### config.mk
export PLATFORM = sky130hd
export DESIGN_NAME = substring_match_counter_top
export DESIGN_NICKNAME = d
export VERILOG_FILES = /design/src/smc_pkg.sv /design/src/smc_cfg.sv /design/src/smc_window.sv /design/src/smc_track.sv /design/src/substring_match_counter_top.sv
export VERILOG_INCLUDE_DIRS = /design/src /design/src/src
export SDC_FILE = /design/constraint.sdc
export NUM_CORES = 1
export LEC_CHECK = 0
export BUFFER_PORTS_ARGS = -buffer_cell sky130_fd_sc_hd__buf_2
export CAP_MARGIN = 20
export CORE_MARGIN = 4
export CORE_UTILIZATION = 40
export CTS_CLUSTER_DIAMETER = 100
export DETAILED_ROUTE_END_ITERATION = 8
export HOLD_SLACK_MARGIN = 0.15
export PLACE_DENSITY = 0.52
export SLEW_MARGIN = 30
export SYNTH_ARGS = -nofsm -noshare
export SYNTH_HDL_FRONTEND = slang
export SYNTH_SLANG_ARGS = --single-unit
export TNS_END_PERCENT = 10
### constraint.sdc
create_clock -name clk -period 14.9 [get_ports clk]
set_clock_uncertainty 0.05 [all_clocks]
set_input_delay 2.98 -clock clk [delete_from_list [all_inputs] [get_ports clk]]
set_output_delay 2.98 -clock clk [all_outputs]
set_load 0.005 [all_outputs]
### src/substring_match_counter_top_macros.svh
// Assertion macros for the substring match counter RTL.
// No dependencies; included by modules that carry concurrent checks.
`ifndef SUBSTRING_MATCH_COUNTER_TOP_MACROS_SVH
`define SUBSTRING_MATCH_COUNTER_TOP_MACROS_SVH

// Same-cycle implication, disabled while reset is high.
`define SMC_ASSERT_IMP(label, clk, rst, ante, cons) \
  label: assert property (@(posedge clk) disable iff (rst) (ante) |-> (cons)) \
    else $error("smc check failed");

// Next-cycle implication, disabled while reset is high.
`define SMC_ASSERT_NXT(label, clk, rst, ante, cons) \
  label: assert property (@(posedge clk) disable iff (rst) (ante) |=> (cons)) \
    else $error("smc check failed");

`endif

### src/smc_pkg.sv
// Shared types and constants for the substring match counter.
// No dependencies; imported by every module of the block.
package smc_pkg;

  localparam int MAX_PATTERN_DEF   = 16;
  localparam int POSITION_BITS_DEF = 16;
  localparam int COUNT_W           = 16;
  localparam int CFG_W             = 64;
  localparam int PLEN_W            = 5;
  localparam int CFG_IDX_W         = 2;

  typedef enum logic [CFG_IDX_W-1:0] {
    REG_PAT_LOW  = 2'd0,
    REG_PAT_HIGH = 2'd1,
    REG_PAT_LEN  = 2'd2
  } cfg_reg_t;

  // One processed byte, window stage to tracker.
  typedef struct packed {
    logic fire;
    logic last;
    logic hit;
  } step_t;

  // Result of one text.
  typedef struct packed {
    logic [COUNT_W-1:0] count;
    logic [COUNT_W-1:0] first;
    logic               found;
    logic               too_long;
  } res_t;

endpackage

### src/smc_cfg.sv
// Configuration registers plus pre-aligned pattern and care mask.
// Depends on smc_pkg.
module smc_cfg import smc_pkg::*; #(
  parameter int MAX_PATTERN = MAX_PATTERN_DEF,
  parameter int LEN_BITS    = $clog2(MAX_PATTERN + 1)
) (
  input  logic                        clk,
  input  logic                        rst,
  input  logic                        cfg_we,
  input  logic [CFG_IDX_W-1:0]        cfg_index,
  input  logic [CFG_W-1:0]            cfg_data,
  output logic [MAX_PATTERN-1:0][7:0] aligned,
  output logic [MAX_PATTERN-1:0]      care,
  output logic [LEN_BITS-1:0]         len
);

  logic [CFG_W-1:0]  pat_low;
  logic [CFG_W-1:0]  pat_high;
  logic [PLEN_W-1:0] pat_len;

  logic [2*CFG_W-1:0]              pat_all;
  logic [MAX_PATTERN-1:0][7:0]     pat;
  logic [MAX_PATTERN-1:0][7:0]     rev;
  logic [MAX_PATTERN-1:0][7:0]     aligned_next;
  logic [MAX_PATTERN-1:0]          care_next;
  logic [LEN_BITS-1:0]             len_next;
  logic [LEN_BITS-1:0]             shift_bytes;

  always_ff @(posedge clk) begin
    if (rst) begin
      pat_low  <= '0;
      pat_high <= '0;
      pat_len  <= PLEN_W'(1);
    end else if (cfg_we) begin
      case (cfg_reg_t'(cfg_index))
        REG_PAT_LOW:  pat_low  <= cfg_data;
        REG_PAT_HIGH: pat_high <= cfg_data;
        REG_PAT_LEN:  pat_len  <= cfg_data[PLEN_W-1:0];
        default: ;
      endcase
    end
  end

  // Clamp length to 1..MAX_PATTERN.
  always_comb begin
    if (pat_len == '0) begin
      len_next = LEN_BITS'(1);
    end else if (pat_len > PLEN_W'(MAX_PATTERN)) begin
      len_next = LEN_BITS'(MAX_PATTERN);
    end else begin
      len_next = LEN_BITS'(pat_len);
    end
  end

  assign pat_all     = {pat_high, pat_low};
  assign pat         = pat_all[MAX_PATTERN*8-1:0];
  assign shift_bytes = LEN_BITS'(MAX_PATTERN) - len_next;

  // aligned[k] = pattern byte (len-1-k): the byte that window entry k must hold.
  always_comb begin
    for (int j = 0; j < MAX_PATTERN; j++) begin
      rev[MAX_PATTERN-1-j] = pat[j];
    end
    aligned_next = rev >> {shift_bytes, 3'b000};
    for (int k = 0; k < MAX_PATTERN; k++) begin
      care_next[k] = (k < int'(len_next));
    end
  end

  always_ff @(posedge clk) begin
    aligned <= aligned_next;
    care    <= care_next;
    len     <= len_next;
  end

endmodule

### src/smc_window.sv
// Byte window shift register and parallel pattern compare.
// Depends on smc_pkg.
module smc_window import smc_pkg::*; #(
  parameter int MAX_PATTERN = MAX_PATTERN_DEF
) (
  input  logic                        clk,
  input  logic                        shift_en,
  input  logic [7:0]                  byte_in,
  input  logic [MAX_PATTERN-1:0][7:0] aligned,
  input  logic [MAX_PATTERN-1:0]      care,
  output logic                        hit
);

  logic [MAX_PATTERN-1:0][7:0] win;
  logic [MAX_PATTERN-1:0][7:0] win_next;
  logic [MAX_PATTERN-1:0]      ok;

  // Entry 0 is the newest byte.
  always_comb begin
    win_next[0] = byte_in;
    for (int k = 1; k < MAX_PATTERN; k++) begin
      win_next[k] = win[k-1];
    end
    for (int k = 0; k < MAX_PATTERN; k++) begin
      ok[k] = !care[k] || (win_next[k] == aligned[k]);
    end
  end

  assign hit = &ok;

  always_ff @(posedge clk) begin
    if (shift_en) begin
      win <= win_next;
    end
  end

endmodule

### src/smc_track.sv
// Per-text position, match count and first-match bookkeeping.
// Depends on smc_pkg.
module smc_track import smc_pkg::*; #(
  parameter int MAX_PATTERN   = MAX_PATTERN_DEF,
  parameter int POSITION_BITS = POSITION_BITS_DEF,
  parameter int LEN_BITS      = $clog2(MAX_PATTERN + 1)
) (
  input  logic                clk,
  input  logic                rst,
  input  step_t               step,
  input  logic [LEN_BITS-1:0] len,
  output res_t                res
);

  localparam logic [POSITION_BITS-1:0] POS_MAX = {POSITION_BITS{1'b1}};

  logic [POSITION_BITS-1:0] pos;
  logic [POSITION_BITS-1:0] nas;
  logic [COUNT_W-1:0]       count;
  logic [POSITION_BITS-1:0] first;
  logic                     any;

  logic [POSITION_BITS-1:0] p1, len_pb, start, text_len;
  logic                     sat, can;
  logic [POSITION_BITS-1:0] pos_next, nas_next, first_next;
  logic [COUNT_W-1:0]       count_next;
  logic                     any_next;

  always_comb begin
    sat      = (pos == POS_MAX);
    p1       = pos + 1'b1;
    len_pb   = POSITION_BITS'(len);
    start    = p1 - len_pb;
    can      = !sat && (p1 >= len_pb) && (start >= nas) && step.hit;
    count_next = (can && (count != '1)) ? count + 1'b1 : count;
    first_next = (can && !any) ? start : first;
    any_next   = any || can;
    nas_next   = can ? p1 : nas;
    pos_next   = sat ? pos : p1;
    text_len   = sat ? pos : p1;

    res.count    = count_next;
    res.first    = COUNT_W'(first_next);
    res.found    = any_next;
    res.too_long = (len_pb > text_len);
  end

  always_ff @(posedge clk) begin
    if (rst || (step.fire && step.last)) begin
      pos   <= '0;
      nas   <= '0;
      count <= '0;
      first <= '0;
      any   <= 1'b0;
    end else if (step.fire) begin
      pos   <= pos_next;
      nas   <= nas_next;
      count <= count_next;
      first <= first_next;
      any   <= any_next;
    end
  end

endmodule

### src/substring_match_counter_top.sv
// Top level of the substring match counter: ports, input and result registers.
// Depends on smc_pkg, smc_cfg, smc_window, smc_track and the macros header.
//
//  channel | handshake             | payload
//  --------+-----------------------+-------------------------------------------
//  in      | in_valid / in_stall   | text_byte, is_last
//  out     | out_valid / out_stall | match_total, first_index, found,
//          |                       |   pattern_too_long
//  cfg     | cfg_valid / cfg_ready | cfg_index, cfg_data
//
// One text byte per cycle while in_stall is low. A beat is registered on accept
// and processed when it leaves the input register, where the window compare and
// the tracker update happen; the last byte of a text loads the result register
// at that edge, so a result passes the input and result registers in turn.
// in_stall rises only when a last beat waits in the input register while the
// result register still holds an untaken result; non-last beats never stall.
// cfg_ready is always high; synchronous reset rst clears all control state.
`include "substring_match_counter_top_macros.svh"

module substring_match_counter_top import smc_pkg::*; #(
  parameter int MAX_PATTERN   = MAX_PATTERN_DEF,
  parameter int POSITION_BITS = POSITION_BITS_DEF
) (
  input  logic                 clk,
  input  logic                 rst,
  input  logic                 in_valid,
  output logic                 in_stall,
  input  logic [7:0]           text_byte,
  input  logic                 is_last,
  output logic                 out_valid,
  input  logic                 out_stall,
  output logic [COUNT_W-1:0]   match_total,
  output logic [COUNT_W-1:0]   first_index,
  output logic                 found,
  output logic                 pattern_too_long,
  input  logic                 cfg_valid,
  output logic                 cfg_ready,
  input  logic [CFG_IDX_W-1:0] cfg_index,
  input  logic [CFG_W-1:0]     cfg_data
);

  localparam int LEN_BITS = $clog2(MAX_PATTERN + 1);

  // input register
  logic       r_valid;
  logic [7:0] r_byte;
  logic       r_last;

  logic out_free;   // result register can take a new result this cycle
  logic fire;       // input register beat is processed this edge
  logic accept;

  logic [MAX_PATTERN-1:0][7:0] aligned;
  logic [MAX_PATTERN-1:0]      care;
  logic [LEN_BITS-1:0]         len;
  logic                        hit;
  step_t                       step;
  res_t                        res;
  res_t                        res_q;

  assign cfg_ready = 1'b1;
  assign out_free  = !out_valid || !out_stall;
  assign in_stall  = r_valid && r_last && !out_free;
  assign fire      = r_valid && !in_stall;
  assign accept    = in_valid && !in_stall;

  always_ff @(posedge clk) begin
    if (rst) begin
      r_valid <= 1'b0;
    end else if (accept) begin
      r_valid <= 1'b1;
    end else if (fire) begin
      r_valid <= 1'b0;
    end
  end

  always_ff @(posedge clk) begin
    if (accept) begin
      r_byte <= text_byte;
      r_last <= is_last;
    end
  end

  smc_cfg #(
    .MAX_PATTERN (MAX_PATTERN),
    .LEN_BITS    (LEN_BITS)
  ) u_cfg (
    .clk       (clk),
    .rst       (rst),
    .cfg_we    (cfg_valid && cfg_ready),
    .cfg_index (cfg_index),
    .cfg_data  (cfg_data),
    .aligned   (aligned),
    .care      (care),
    .len       (len)
  );

  smc_window #(
    .MAX_PATTERN (MAX_PATTERN)
  ) u_window (
    .clk      (clk),
    .shift_en (fire),
    .byte_in  (r_byte),
    .aligned  (aligned),
    .care     (care),
    .hit      (hit)
  );

  assign step.fire = fire;
  assign step.last = r_last;
  assign step.hit  = hit;

  smc_track #(
    .MAX_PATTERN   (MAX_PATTERN),
    .POSITION_BITS (POSITION_BITS),
    .LEN_BITS      (LEN_BITS)
  ) u_track (
    .clk  (clk),
    .rst  (rst),
    .step (step),
    .len  (len),
    .res  (res)
  );

  // result register
  always_ff @(posedge clk) begin
    if (rst) begin
      out_valid <= 1'b0;
    end else if (fire && r_last) begin
      out_valid <= 1'b1;
    end else if (!out_stall) begin
      out_valid <= 1'b0;
    end
  end

  always_ff @(posedge clk) begin
    if (fire && r_last) begin
      res_q <= res;
    end
  end

  assign match_total      = res_q.count;
  assign first_index      = res_q.first;
  assign found            = res_q.found;
  assign pattern_too_long = res_q.too_long;

  `SMC_ASSERT_NXT(a_last_loads_result, clk, rst, fire && r_last, out_valid)
  `SMC_ASSERT_IMP(a_found_iff_count, clk, rst, out_valid, found == (match_total != '0))
  `SMC_ASSERT_IMP(a_no_find_no_index, clk, rst, out_valid && !found, first_index == '0)

endmodule

==> run metrics <==
layout net count around 2.5k; Net Sw Power 809 uW; row cnt between 80 and 90; n_diodes 0; VDD IR max slightly above 0.00009 V; Post-Synth Simple-Gate Area roughly 14%; Clock Tree Root clkbuf_16; vias per inst between 5 and 6; Pleak 0.00899 uW; Synth cell types 69; Post-Synth XOR/XNOR Area 6.61%; total number of vias 17.2k; register area share after synthesis a little over 50%; Post-Synth Adder-Cell Area approximately 1.6%; CP max FO 3; Initial Util 40.4%; post-synthesis mux area share 12.2%; Worst Setup EP in_stall; Worst Path Required ~12 ns; final instance area 0.0264 mm2; Synth Instances 2303; total CTS buffers 55; post-CTS setup buffer count 0; max-slew violations 0; first-pass GRT wire length ~100 mm; DRT iter0 DRCs 1573; Post-Route WL ~70 mm; part of the power in the clock network around 45%; critical path, cell by cell buf_2 -> nand4_1 -> inv_1 -> buf_2; leading area contributor after synthesis dfxtp_1; r2r worst-path depth 18; Flop pwr share 45.9%; cell depth of the worst setup path 4; Sw Share about 25%; post-synthesis instance area ~0.023 mm2; DR DRC count 0; combinational share of power a little under a tenth; Critical Path Most Common Cell buf_2; Synthesis Warnings 0; Post-synth top cells dfxtp_1 (348), nand2_1 (346), a21oi_1 (239), mux2i_1 (190), edfxtp_1 (163); Period minus WS final between 6 and 7 ns; max_cap viols 0; Synth Register Bits 511; vias in the first global route 16.4k; Detailed Place HPWL 51.0 mm; Min-Delay Path Class reg -> reg; dpl cell area about 0.024 mm2; GRT overflow 0; WL per Instance approximately 22 um; Port Buffers 115; r2r setup slk just under 9 ns; Worst Path Arrival 3.47 ns; Critical Path Source out_stall; Top FF cell, synth dfxtp_1; htree depth 2; RR Endpoint first_index[10]$_DFFE_PP_; Critical-path top delay cell nand4_1; Pwr Density ~120 mW/mm2; TritonCTS Sinks slightly above 500; worst-margin pin slew approximately 1.1 ns; largest family of logic cells by synthesized area simple AND/OR/NAND/NOR gates; die height about 250 um; fraction of layout cells with a size suffix above 1 about an eighth; delay-heaviest family, CP buffers and inverters; First-pass DRT Iterations 6; number of flops mapped to enable cells by yosys between 150 and 200; synthesis-to-layout area growth 13.3%; Routed Antenna Nets 0; initial antenna violation count 4; f_max between 150 and 200 MHz; final setup fails 0; period utilisation layout 43.6%; TritonCTS clock tree done; slowest cell delay on critical path 0.15 ns; post-cts sizing count 0; clk_lat worst skew just over 0.6 ns; Setup crit end kind primary output; hold wc startpoint u_cfg.pat_high[57]$_SDFFE_PP0P_; Finished Core Util roughly 46%; RSZ-0062 raised after global routing no; total power 3290 uW; Synth Area in Compound Gates between 10% and 20%; Clock transition at path regs 0.06 ns; num ports roughly 120; Startpoint Class primary input; Fin Setup TNS 0 ns; Reg2Reg Launch Point u_track.pos[0]$_SDFFE_PP0P_; GPL Wtd Cong approximately 0.9; Fin. Hold Viols 0; outcome finished, final reports clean; crit path buf inv count 3; Power Internal roughly 2500 uW; top-count cell post-synth dfxtp_1; Die ar. a little over 0.06 mm2; CTS Hold Bufs 0; Area contributors post-synth dfxtp_1 (30%), edfxtp_1 (21%), mux2i_1 (8.2%); Max Root-Sink Buffers 3; GR Util All Layers a little over a fifth; Post-synth ARST share 0%; core area slightly below 0.06 mm2; WS Path Type in -> out; largest net degree at the start of global routing 94; share of the synthesized area in the top cell type roughly 30%; Die Width 249 um; Mean Syn Cell Area approximately 10 um2; Slew Limit Headroom about a quarter
## worst min-delay path: cells and delay by family (launching register included)
kind	cells	cell delay, ns
flops	1	0.31
simple gates	1	0.05
compound gates	1	0.05
## power by group through the flow
stage | Clock, uW | Sequential, uW | Combinational [uW]
final | 1470 | 1510 | 309
after global routing | 1560 | 1510 | 337
after CTS | 1500 | 1510 | 308
after detailed placement | 0 | 1540 | 307
after global placement | 0 | 1540 | 303
after floorplan | 0 | 1530 | 220
## area by class of cell
type,instances,area (um2)
inverters,32,130
fillers,5544,31300
repair buffers,135,736
clock inverters,27,334
clock buffers,76,1660
well taps,765,957
flip-flops and latches,511,11900
multi-input cells,1607,10700
## stage by stage
step	setup slack [ns]	instances	hold WS (ns)
2_1_floorplan	7.23	2304	0.382
3_3_place_gp	8.38	3050	0.391
3_5_place_dp	8.40	3050	0.401
4_1_cts	8.39	3153	0.407
5_1_grt	8.34	3153	0.422
6_report	8.40	3153	0.407
## flip-flops by register name, indices dropped and copies added, names as in the netlist, 4 cells and up
name,flops
u_cfg.len,4
r_byte,8
u_cfg.pat_high,64
first_index,16
u_track.pos,16
u_track.nas,16
match_total,16
u_cfg.pat_low,64
u_cfg.pat_len,5
u_track.count,16
u_cfg.aligned,128
u_cfg.care,16
u_window.win,120
u_track.first,16
## layer usage
layer	global-route usage, %	routed length (um)
met1	30.6	31700
met2	34.7	32000
met3	2.80	3950
met4	6.49	2030
met5	0	0
## cell usage in the layout, fill, tap and decap left out, drive strengths merged, types with 46 or more instances in the layout
master    n
dfxtp   348
nand2   346
a21oi   239
mux2i   190
edfxtp  163
xnor2   154
buf     135
nor2    119
clkbuf   76
o21ai    69
nand4    52
o22ai    50
a211oi   46
## worst min-delay path by stage
stage,cells after the start,slack [ns],endpoint
after floorplan,2,0.38,u_track.first[10]$_SDFFE_PP0P_
after global placement,2,0.39,u_track.first[10]$_SDFFE_PP0P_
after detailed placement,2,0.40,u_track.first[11]$_SDFFE_PP0P_
after CTS,2,0.41,u_cfg.pat_high[57]$_SDFFE_PP0P_
after global routing,2,0.42,u_track.first[15]$_SDFFE_PP0P_
final,2,0.41,u_cfg.pat_high[57]$_SDFFE_PP0P_
## cell families (layout without fill, tap and decap cells)
kind of cell	after synthesis	after routing
AO/OA/AOI/OAI	444	444
XOR/XNOR	176	176
adder cells (fa/ha/maj)	30	30
buffers and inverters	186	270
flip-flops	511	511
multiplexers	238	238
other	1	2
AND/OR/NAND/NOR	717	717
Power figures use the tool's default switching activity.
